--- src/hdl/sdmt_pkg.sv ---
// Shared types and constants of the direction mixture tracker.
`default_nettype none
package sdmt_pkg;

  localparam int unsigned WOne   = 65536;
  localparam int unsigned VarCap = 16777215;

  // Configuration register indexes
  typedef enum logic [2:0] {
    REG_DEG  = 3'd0,
    REG_KEEP = 3'd1,
    REG_ZONE = 3'd2,
    REG_RATE = 3'd3,
    REG_MINS = 3'd4,
    REG_MAXS = 3'd5,
    REG_WAIT = 3'd6
  } reg_idx_e;

  typedef struct packed {
    logic [7:0]  deg;
    logic [15:0] keep;
    logic [11:0] zone;
    logic [15:0] rate;
    logic [12:0] minsd;
    logic [12:0] maxsd;
    logic [7:0]  wait_n;
  } cfg_t;

  // Datapath operations issued by the controller
  typedef enum logic [3:0] {
    OP_IDLE  = 4'd0,
    OP_LOAD  = 4'd1,
    OP_BEAM  = 4'd2,
    OP_SLOW  = 4'd3,
    OP_CLAIM = 4'd4,
    OP_MEAN  = 4'd5,
    OP_VAR   = 4'd6,
    OP_WGT   = 4'd7,
    OP_NEWG  = 4'd8,
    OP_MISS  = 4'd9,
    OP_NORMB = 4'd10,
    OP_NORMF = 4'd11,
    OP_FIN   = 4'd12
  } dp_op_e;

  typedef struct packed {
    dp_op_e op;
    logic   start;   // first cycle of an operation
    logic   sel_fore; // operate on the speaker component
  } dp_cmd_t;

  typedef struct packed {
    logic done;      // current operation finished
    logic present;
    logic claim;     // last claim test passed
    logic can_new;   // miss count reached the wait
    logic need_norm; // weight sum needs renormalising
  } dp_sts_t;

endpackage
`default_nettype wire

--- src/hdl/sdmt_ctrl.sv ---
// Controller: sequences one frame through the datapath.
`default_nettype none
module sdmt_ctrl (
  input  wire logic              clk_i,
  input  wire logic              rst_ni,
  input  wire logic              in_fire_i,
  input  wire logic              out_busy_i,
  input  wire sdmt_pkg::dp_sts_t sts_i,
  output sdmt_pkg::dp_cmd_t      cmd_o,
  output logic                   in_ready_o,
  output logic                   out_push_o
);
  import sdmt_pkg::*;

  typedef enum logic [3:0] {
    S_IDLE, S_BEAM, S_SLOW, S_CLB, S_CLF, S_MEAN, S_VAR, S_WGT,
    S_NEWG, S_MISS, S_CHK, S_NORMB, S_NORMF, S_FIN, S_PUSH
  } state_e;

  state_e state_q;
  logic   start_q, fore_q;

  always_comb begin
    cmd_o.start    = start_q;
    cmd_o.sel_fore = fore_q;
    case (state_q)
      S_BEAM:  cmd_o.op = OP_BEAM;
      S_SLOW:  cmd_o.op = OP_SLOW;
      S_CLB, S_CLF: cmd_o.op = OP_CLAIM;
      S_MEAN:  cmd_o.op = OP_MEAN;
      S_VAR:   cmd_o.op = OP_VAR;
      S_WGT:   cmd_o.op = OP_WGT;
      S_NEWG:  cmd_o.op = OP_NEWG;
      S_MISS:  cmd_o.op = OP_MISS;
      S_NORMB: cmd_o.op = OP_NORMB;
      S_NORMF: cmd_o.op = OP_NORMF;
      S_FIN:   cmd_o.op = OP_FIN;
      default: cmd_o.op = OP_IDLE;
    endcase
  end

  assign in_ready_o = (state_q == S_IDLE);
  assign out_push_o = (state_q == S_PUSH) && !out_busy_i;

  always_ff @(posedge clk_i or negedge rst_ni) begin
    if (!rst_ni) begin
      state_q <= S_IDLE; start_q <= 1'b0; fore_q <= 1'b0;
    end else begin
      start_q <= 1'b0;
      case (state_q)
        S_IDLE: if (in_fire_i) begin state_q <= S_BEAM; end
        S_BEAM: begin
          // present is loaded with the transfer; skip the filters without data
          if (sts_i.present) begin state_q <= S_SLOW; start_q <= 1'b1; end
          else begin state_q <= S_CLB; start_q <= 1'b1; fore_q <= 1'b0; end
        end
        S_SLOW: if (sts_i.done) begin
          state_q <= S_CLB; start_q <= 1'b1; fore_q <= 1'b0;
        end
        S_CLB: if (sts_i.done) begin
          if (sts_i.claim) begin state_q <= S_MEAN; start_q <= 1'b1; end
          else begin state_q <= S_CLF; start_q <= 1'b1; fore_q <= 1'b1; end
        end
        S_CLF: if (sts_i.done) begin
          if (sts_i.claim) begin state_q <= S_MEAN; start_q <= 1'b1; end
          else if (sts_i.can_new) state_q <= S_NEWG;
          else state_q <= S_MISS;
        end
        S_MEAN: if (sts_i.done) begin state_q <= S_VAR; start_q <= 1'b1; end
        S_VAR:  if (sts_i.done) state_q <= S_WGT;
        // weights settle at the end of these states; test the sum in S_CHK, the state after
        S_WGT, S_NEWG, S_MISS: state_q <= S_CHK;
        S_CHK: begin
          if (sts_i.need_norm) begin state_q <= S_NORMB; start_q <= 1'b1; end
          else state_q <= S_FIN;
        end
        S_NORMB: if (sts_i.done) begin state_q <= S_NORMF; start_q <= 1'b1; end
        S_NORMF: if (sts_i.done) state_q <= S_FIN;
        S_FIN:   state_q <= S_PUSH;
        S_PUSH:  if (!out_busy_i) state_q <= S_IDLE;
        default: state_q <= S_IDLE;
      endcase
    end
  end

  a_ready: assert property (@(posedge clk_i) disable iff (!rst_ni)
    in_fire_i |=> (state_q == S_BEAM))
    else $error("transfer not started");
  a_push: assert property (@(posedge clk_i) disable iff (!rst_ni)
    out_push_o |=> (state_q == S_IDLE))
    else $error("push did not return to idle");
  a_fin: assert property (@(posedge clk_i) disable iff (!rst_ni)
    (state_q == S_FIN) |=> (state_q == S_PUSH))
    else $error("finish skipped the result");
endmodule
`default_nettype wire

--- config.mk ---
export PLATFORM = sky130hd
export DESIGN_NAME = sdmt_ctrl
export DESIGN_NICKNAME = d
export VERILOG_FILES = /design/src/hdl/sdmt_pkg.sv /design/src/hdl/sdmt_ctrl.sv
export SDC_FILE = /design/constraint.sdc
export NUM_CORES = 1
export LEC_CHECK = 0
export ABC_AREA = 1
export BUFFER_PORTS_ARGS = -buffer_cell sky130_fd_sc_hd__buf_2
export CAP_MARGIN = 20
export CORE_MARGIN = 10
export CORE_UTILIZATION = 40
export DETAILED_ROUTE_END_ITERATION = 8
export GPL_TIMING_DRIVEN = 0
export PLACE_DENSITY = 0.62
export SLEW_MARGIN = 0
export SYNTH_ARGS = -nofsm -noshare
export SYNTH_HDL_FRONTEND = slang
export SYNTH_SLANG_ARGS = --single-unit
--- constraint.sdc ---
create_clock -name clk_i -period 1.72 [get_ports clk_i]
set_input_delay 0.258 -clock clk_i [delete_from_list [all_inputs] [get_ports clk_i]]
set_output_delay 0.258 -clock clk_i [all_outputs]
set_load 0.02 [all_outputs]
* After elaboration in Yosys (flattened, before gate mapping)
Memory sizes are Yosys's and may differ from the RTL's.
Index checks and enable logic that the tools add are counted.
** Word-level totals
- Bits in registers :: 6
- Latch bits :: 0
- Bits in writable memories :: 0
- Memory bits (read-only) :: 64
- Bits of input ports :: 9
- Output and inout port bits :: 8
- Memories kept :: 1
** Operators by class
- Add/sub/neg operators :: 0
- Multiply operators :: 0
- Divide/modulo/power cells :: 0
- Magnitude comparators :: 0
- Equality and inequality tests :: 25
- Shift operators :: 0
- Mux-type cells :: 25
- Bitwise operators :: 0
- Reductions and logical operators :: 8
** Memory list
- (no name shown) :: depth 16, width 4, rd ports 1, clocked after memory_dff 0, write ports 0, line sdmt_ctrl.sv:26 : case (state_q)
** Operator list (count)
- $pmux W4 S13 :: 1
- $mux W4 :: 10
- $eq A4 B4 Y1 const B :: 7
- $ne A2 B2 Y1 const B :: 11
- $eq A4 B3 Y1 const B :: 4
- $mux W1 :: 11
- $reduce_and A9 Y1 :: 1
- $eq A4 B2 Y1 const B :: 2
- $reduce_and A5 Y1 :: 1
- $eq A4 B1 Y1 const B :: 1
- $logic_not A4 Y1 :: 1
- $pmux W1 S4 :: 1
- $reduce_or A4 Y1 :: 1
- $mux W3 :: 1
- $pmux W1 S3 :: 1
- $reduce_bool A3 Y1 :: 1
- $reduce_or A3 Y1 :: 1
- $logic_and A1 B1 Y1 :: 1
- $logic_not A1 Y1 :: 1

* Depth between registers and ports, before layout
Gate-level depths: netlist (run 1).
- Word-level depth :: 4
- Mapped depth :: 10
- Depth with buffers taken out :: 10

* Least setup slack after synthesis (run 1)
OpenSTA, ideal clock, no wires.
- Kind :: register -> register
- From :: register state_q[0]
- To :: register state_q[0]
- Setup time :: 0.065 ns
- Arrival time :: 1.613 ns
- Required time :: 1.655 ns
- Slack :: 0.043 ns
- Cell stages (with the launch flop) :: 9
- Cell sequence :: dfrtp_1 > inv_1 > ha_1 > inv_1 > nor3_1 > nor2_1 > nand3_1 > nand3_1 > nand2_1
** Between the ends
- Longest elaborated chain between the ends :: 3
- Elaborated cells on any way between the ends :: 27
** RTL lines
- from (decl) :: line sdmt_ctrl.sv:20 : state_e state_q;
- from (signal assigned) :: line sdmt_ctrl.sv:47 : state_q <= S_IDLE; start_q <= 1'b0; fore_q <= 1'b0;
- from (signal assigned) :: line sdmt_ctrl.sv:51 : S_IDLE: if (in_fire_i) begin state_q <= S_BEAM; end
- from (signal assigned) :: line sdmt_ctrl.sv:54 : if (sts_i.present) begin state_q <= S_SLOW; start_q <= 1'b1; end
- $logic_not A4 Y1 (*)
- named net in_ready_o :: line sdmt_ctrl.sv:10 : output logic in_ready_o,
- $ne A2 B2 Y1 (no line)
- $reduce_and A9 Y1 (no line)
The timed path passes the listed nets; every way through them passes the cells marked *.
A chain may end at the register's enable or synchronous reset.

==> flow_summary.json, run 1 <==
{
  "p_int_mw": 1.03,
  "crit_path_end_kind": "output port",
  "drv_slew": 0,
  "async_reset_ff_frac": 1.00,
  "grt_pass1_vias": 831,
  "synth_most_common_cell": "nand2_1",
  "synth_top_flop_cell": "dfrtp_1",
  "crit_slowest_cell": "dfrtp_2",
  "die_area_sq_um": 3920,
  "holdWs_ns": 0.324,
  "synth_nets": 135,
  "clockBufferDepth": 2,
  "required_ns": 1.46,
  "path_cells": "inv_4 -> ha_4 -> nand2_1 -> nand2_2 -> a21oi_2 -> o21ai_1 -> buf_4",
  "cts_max_level": 1,
  "p_leak_nw": 0.577,
  "hpwl_um": 1590,
  "syn_inst": 121,
  "insertion_delay_ns": 0.25,
  "start_kind": "flip-flop",
  "antenna_found_initial": 0,
  "topRoutingLayerUsed": "met4",
  "die_x_um": 62.6,
  "status": "completed",
  "worst_slew_pin_slew_ns": 0.217,
  "cts_sinks": 6,
  "final_cells": 178,
  "grt_max_degree": 11,
  "grt_use_total": 0.110,
  "cts.clk_slew.worst_paths_ns": 0.05,
  "ys_seq_area_frac": 0.207,
  "seq_power_share": 0.140,
  "nFillCells": 182,
  "r2r_slack_ns": 0.13,
  "drive_gt1_frac": 0.412,
  "cts_root_buf": "clkbuf_4",
  "ir_worst_vdd_mv": 0.869,
  "cts_buffers": 3,
  "clkPwrFrac": 0.062,
  "ant_nets": 0,
  "hold_violations": 0,
  "worst_clock_skew_ns": 0.000947,
  "fin_util": 0.616,
  "final_nets": 169,
  "met2_length_um": 1010,
  "first_pass_iters": 4,
  "yosys-top-cells-count": "nand2_1 (37), nor2_1 (15), inv_1 (13)",
  "start_util": 0.420,
  "layout_min_cycle_time_ns": 1.71,
  "ys_top_cells_by_area": "dfrtp_1 (21%), nand2_1 (19%), ha_1 (8.6%), nand3_1 (8.3%), nor2_1 (7.8%)",
  "maxSlewHeadroom": 0.855,
  "vias_per_cell": 4.91,
  "syn2layout_area_growth_pct": 46.6,
  "via_count": 874,
  "synth_top_area_cell": "dfrtp_1",
  "p_per_area_nw_per_um2": 2020,
  "grt_pass1_wl_um": 3680,
  "swShare": 0.518,
  "power.total_mw": 2.15,
  "io_buffer_count": 16,
  "rsz0062_at_grt": "yes",
  "cp_slowest_stage_delay_ns": 0.44,
  "dieHeight_um": 62.6,
  "fin_crit_sh": 0.997,
  "drv_cap": 0,
  "setup_viol": 0,
  "power_frac_comb": 0.797,
  "path_class": "flip-flop to output port",
  "drtIter0Drc": 20,
  "critPathMaxFanout": 4,
  "met1_length_um": 1020,
  "insertedDiodeCount": 0,
  "hp-class": "primary input to flip-flop",
  "fp.coreArea_sq_um": 1730,
  "worstHoldPathCells": 3,
  "power_switching_mw": 1.11,
  "dp_cells": 162,
  "r2r_cells": 10,
  "cts_tree": "built",
  "row_count": 15,
  "globalRouteOverflowTotal": 0,
  "ios": 17,
  "wl_met3_um": 148,
  "critPathArrivalTime_ns": 1.46,
  "yosysTopAreaCellShare": 0.207,
  "syn_area_per_cell_sq_um": 6.00,
  "place_congestion": 0.876,
  "synth-edff-count": 0,
  "fmax_mhz": 583,
  "synth_warnings": 0,
  "route.detailed.drc": 0,
  "mappedNetlistArea_sq_um": 726,
  "ys_ff_latch": 6,
  "wirelength_um": 2190,
  "wl_per_cell_um": 12.3,
  "synth.distinct_cells": 23
}
==> worst paths after layout <==
| path | from | endpoint |
|---|---|---|
| worst max-delay path | state_q[0]$_DFFE_PN0P_ | cmd_o[2] |
| worst min-delay path | sts_i[4] | start_q$_DFF_PN0_ |
| worst max register to register | state_q[0]$_DFFE_PN0P_ | state_q[2]$_DFFE_PN0P_ |
| worst min register to register | fore_q$_DFFE_PN0P_ | fore_q$_DFFE_PN0P_ |
| max in group asynchronous | rst_ni | state_q[0]$_DFFE_PN0P_ |
| min in group asynchronous | rst_ni | state_q[3]$_DFFE_PN0P_ |
==> timing repair <==
action | CTS | global route
hold endpoints to repair | 6 | 0
pin swaps | 1 | 6
setup buffers | 6 | 6
endpoints found under the setup margin | 5 | 9
resized for setup | 16 | 17
hold buffers | 1 | 0
==> power groups by stage <==
stage                     sequential [mW]  clock, mW  combinational, mW
after global routing                0.308      0.154               1.89
after detailed placement            0.274          0               1.26
final                               0.301      0.133               1.71
after CTS                           0.292      0.138               1.49
after floorplan                     0.254          0              0.967
after global placement              0.270          0               1.26
==> worst max-delay path, delay by kind of cell (launching register included) <==
kind	cells	cell delay, ns
flops	1	0.44
buf+inv	2	0.23
simple gates	2	0.20
fa+ha+maj	1	0.18
compound gates	2	0.16
==> registers in the layout (all words and copies together) (netlist names) <==
signal   flops
start_q      1
state_q      4
fore_q       1
==> area by class of cell <==
| type | instances | area, sq um | share of cell area |
|---|---|---|---|
| clock buffer | 3 | 22.5 | 0.0212 |
| tap | 25 | 31.3 | 0.0294 |
| multi-input combinational | 96 | 556 | 0.522 |
| sequential | 6 | 153 | 0.144 |
| buffer | 4 | 33.8 | 0.0318 |
| inverter | 15 | 66.3 | 0.0624 |
| timing repair buffer | 29 | 201 | 0.189 |
==> cell families (layout without fill, tap and decap cells) <==
group | count (synthesis) | count (layout) | synth area share
flip-flops | 6 | 6 | 0.207
buffers and inverters | 19 | 51 | 0.128
AO/OA/AOI/OAI | 14 | 14 | 0.105
AND/OR/NAND/NOR | 77 | 77 | 0.474
adder cells (fa/ha/maj) | 5 | 5 | 0.0862
==> layout by cell type (no fill, tap or decap), types with 4 or more instances in the layout <==
cell / instances
buf_2: 12
buf_4: 16
buf_6: 4
dfrtp_1: 4
ha_4: 4
inv_1: 8
inv_4: 4
nand2_1: 35
nand2_2: 4
nand3_1: 12
nor2_1: 15
o21ai_1: 6
==> through the flow <==
step	area (sq um)	TNS (ns)	setup slack (ns)
after detailed placement	837	-0.0223	-0.0223
after global placement	837	0	0.000853
after global routing	1060	-0.205	-0.0726
final	1060	0	0.00551
after floorplan	726	0	0.0426
after CTS	970	0	0.00101
==> routing by layer <==
| metal | vias to the layer above | track usage |
|---|---|---|
| li1 | 446 | - |
| met5 | - | 0 |
| met3 | 2 | 0.0448 |
| met4 | 0 | 0.0251 |
| met1 | 401 | 0.137 |
| met2 | 25 | 0.172 |
No activity file was read; power rests on OpenSTA's default activity.
==> run 2: changes to the inputs <==
- clock period: 1.72 -> 2.2 ns (I/O delays scaled with it)
==> run 2 against run 1 <==
  * Cell area decreased by 18%
  * Worst hold slack improved by 0.071 ns
  * Global-route usage down 0.69 points
  * Via count fell by 4.8%
  * Critical path depth unchanged
  * Setup slack better by 0.10 ns
  * Sequential power fell by 29%
  * Power shrank 39%
  * Routed wire length shrank 10%
  * Clock power is 21% lower
  * Largest cell class unchanged
  * Highest routed layer unchanged
==> flow_summary.json, run 2 (synthesized netlist as in run 1, its figures left out) <==
{
  "topRoutingLayerUsed": "met4",
  "seq_power_share": 0.163,
  "path_class": "flip-flop to output port",
  "power_switching_mw": 0.744,
  "start_kind": "flip-flop",
  "met1_length_um": 954,
  "cts_tree": "built",
  "timing.rr.start": "state_q[1]$_DFFE_PN0P_",
  "fin_crit_sh": 0.950,
  "via_count": 832,
  "cts_buffers": 3,
  "top_register": "state_q",
  "r2r-end": "state_q[0]$_DFFE_PN0P_",
  "crit_path_end_kind": "output port",
  "drtIter0Drc": 20,
  "wl_met3_um": 142,
  "first_pass_iters": 4,
  "post_cts_resized": 0,
  "fin_util": 0.504,
  "p_per_area_nw_per_um2": 1510,
  "final_nets": 157,
  "p_int_mw": 0.566,
  "ios": 17,
  "crit_buf_inv": 2,
  "die_area_sq_um": 3920,
  "clkPwrFrac": 0.081,
  "path_depth": 7,
  "crit_top_cell": "nand2_1",
  "cp_top_family": "flip-flops",
  "hp-class": "primary input to flip-flop",
  "start_util": 0.420,
  "dieHeight_um": 62.6,
  "crit_slowest_cell": "dfrtp_1",
  "grt_pass1_wl_um": 3470,
  "vias_per_cell": 5.01,
  "path_cells": "inv_1 -> ha_1 -> nand2_1 -> nand2_1 -> a21oi_1 -> o21ai_0 -> buf_2",
  "globalRouteOverflowTotal": 0,
  "r2r_cells": 10,
  "post_cts_buffers": 0,
  "grt_pass1_vias": 786,
  "mostFrequentLayoutCells": "nand2_1 (37), buf_2 (16), nor2_1 (15)",
  "cts_sinks": 6,
  "clockBufferDepth": 2,
  "critPathArrivalTime_ns": 1.76,
  "place_congestion": 0.876,
  "syn2layout_area_growth_pct": 19.8,
  "rsz0062_at_grt": "no",
  "worst_clock_skew_ns": 0.00330,
  "fp.coreArea_sq_um": 1730,
  "final_area_sq_um": 870,
  "fmax_mhz": 478,
  "largest_reg_flops": 4,
  "p_leak_nw": 0.514,
  "drv_cap": 0,
  "multi_input_comb_area_sq_um": 483,
  "row_count": 15,
  "ant_nets": 0,
  "endpoint": "cmd_o[2]",
  "status": "completed",
  "drv_slew": 0,
  "wirelength_um": 1960,
  "hold_violations": 0,
  "maxSlewHeadroom": 0.747,
  "drive_gt1_frac": 0.248,
  "die_x_um": 62.6,
  "cts_max_level": 1,
  "cp-startpoint": "state_q[0]$_DFFE_PN0P_",
  "setup_viol": 0,
  "antenna_found_initial": 0,
  "r2r_slack_ns": 0.48,
  "met2_length_um": 857,
  "cts_hold_buffers": 1,
  "power.total_mw": 1.31,
  "dpl-instance-area_sq_um": 837,
  "ir_worst_vdd_mv": 0.537,
  "io_buffer_count": 16,
  "cts_root_buf": "clkbuf_4",
  "grt_use_total": 0.103,
  "layout_min_cycle_time_ns": 2.09,
  "insertedDiodeCount": 0,
  "critPathMaxFanout": 7,
  "power_frac_comb": 0.757,
  "worst_slew_pin_slew_ns": 0.379,
  "reg_top3": "state_q: 4 flops, fore_q: 1 flops, start_q: 1 flops",
  "final_common_cell": "nand2_1",
  "hpwl_um": 1590,
  "fin_setup_tns_ns": 0,
  "grt_max_degree": 11,
  "register_area_sq_um": 150,
  "cts.clk_slew.worst_paths_ns": 0.05,
  "cp_slowest_stage_delay_ns": 0.44,
  "route.detailed.drc": 0,
  "wl_per_cell_um": 11.8,
  "required_ns": 1.87,
  "insertion_delay_ns": 0.25,
  "swShare": 0.568,
  "nFillCells": 199
}
-- run 2: cell types whose count changed in the layout (fill, tap and decap cells not counted), moves of 4 or more --
cell,previous run,this run
ha_1,1,5
buf_4,16,3
inv_1,8,13
ha_4,4,0
buf_2,12,16
-- run 2: per-stage QoR --
step           hold slack (ns)  setup slack [ns]  std cells
2_1_floorplan           0.0344             0.523        121
3_3_place_gp             0.157             0.409        162
3_5_place_dp             0.160             0.386        162
4_1_cts                  0.389             0.123        166
5_1_grt                  0.411           0.00620        166
6_report                 0.394             0.110        166
-- run 2: cell type report --
class                   count  share of cell area
multi-input cells          96               0.555
flip-flops and latches      6               0.173
repair buffers             17               0.104
inverters                  15              0.0676
plain buffers               4              0.0388
well taps                  25              0.0360
clock buffers               3              0.0259
-- run 2: worst register-to-register path, stage by stage (launching register included) --
cell,delay (ns)
dfrtp_1,0.46
inv_1,0.11
ha_1,0.28
inv_1,0.12
nand2_1,0.10
o21ai_1,0.14
nand2_1,0.08
nand2_2,0.11
nand2_2,0.09
nand2_1,0.07
nand2_1,0.05
-- run 2: routing by layer --
layer / global-route usage / vias to the layer above
met5: 0 / -
met4: 0.0251 / 0
met3: 0.0448 / 2
met2: 0.153 / 22
met1: 0.133 / 385
li1: - / 423
-- run 2: worst min path at each step --
stage,startpoint,endpoint,cells past startpoint
after CTS,sts_i[4],start_q$_DFF_PN0_,3
after global placement,rst_ni,fore_q$_DFFE_PN0P_,1
after global routing,sts_i[4],start_q$_DFF_PN0_,3
final,sts_i[4],start_q$_DFF_PN0_,3
after floorplan,rst_ni,fore_q$_DFFE_PN0P_,0
after detailed placement,rst_ni,fore_q$_DFFE_PN0P_,1
-- run 2: power by group through the flow --
stage	clock network, mW	logic (mW)	registers, mW
4_1_cts	0.108	0.995	0.213
3_5_place_dp	0	0.989	0.214
2_1_floorplan	0	0.756	0.198
6_report	0.105	0.991	0.213
5_1_grt	0.120	1.12	0.218
3_3_place_gp	0	0.984	0.211
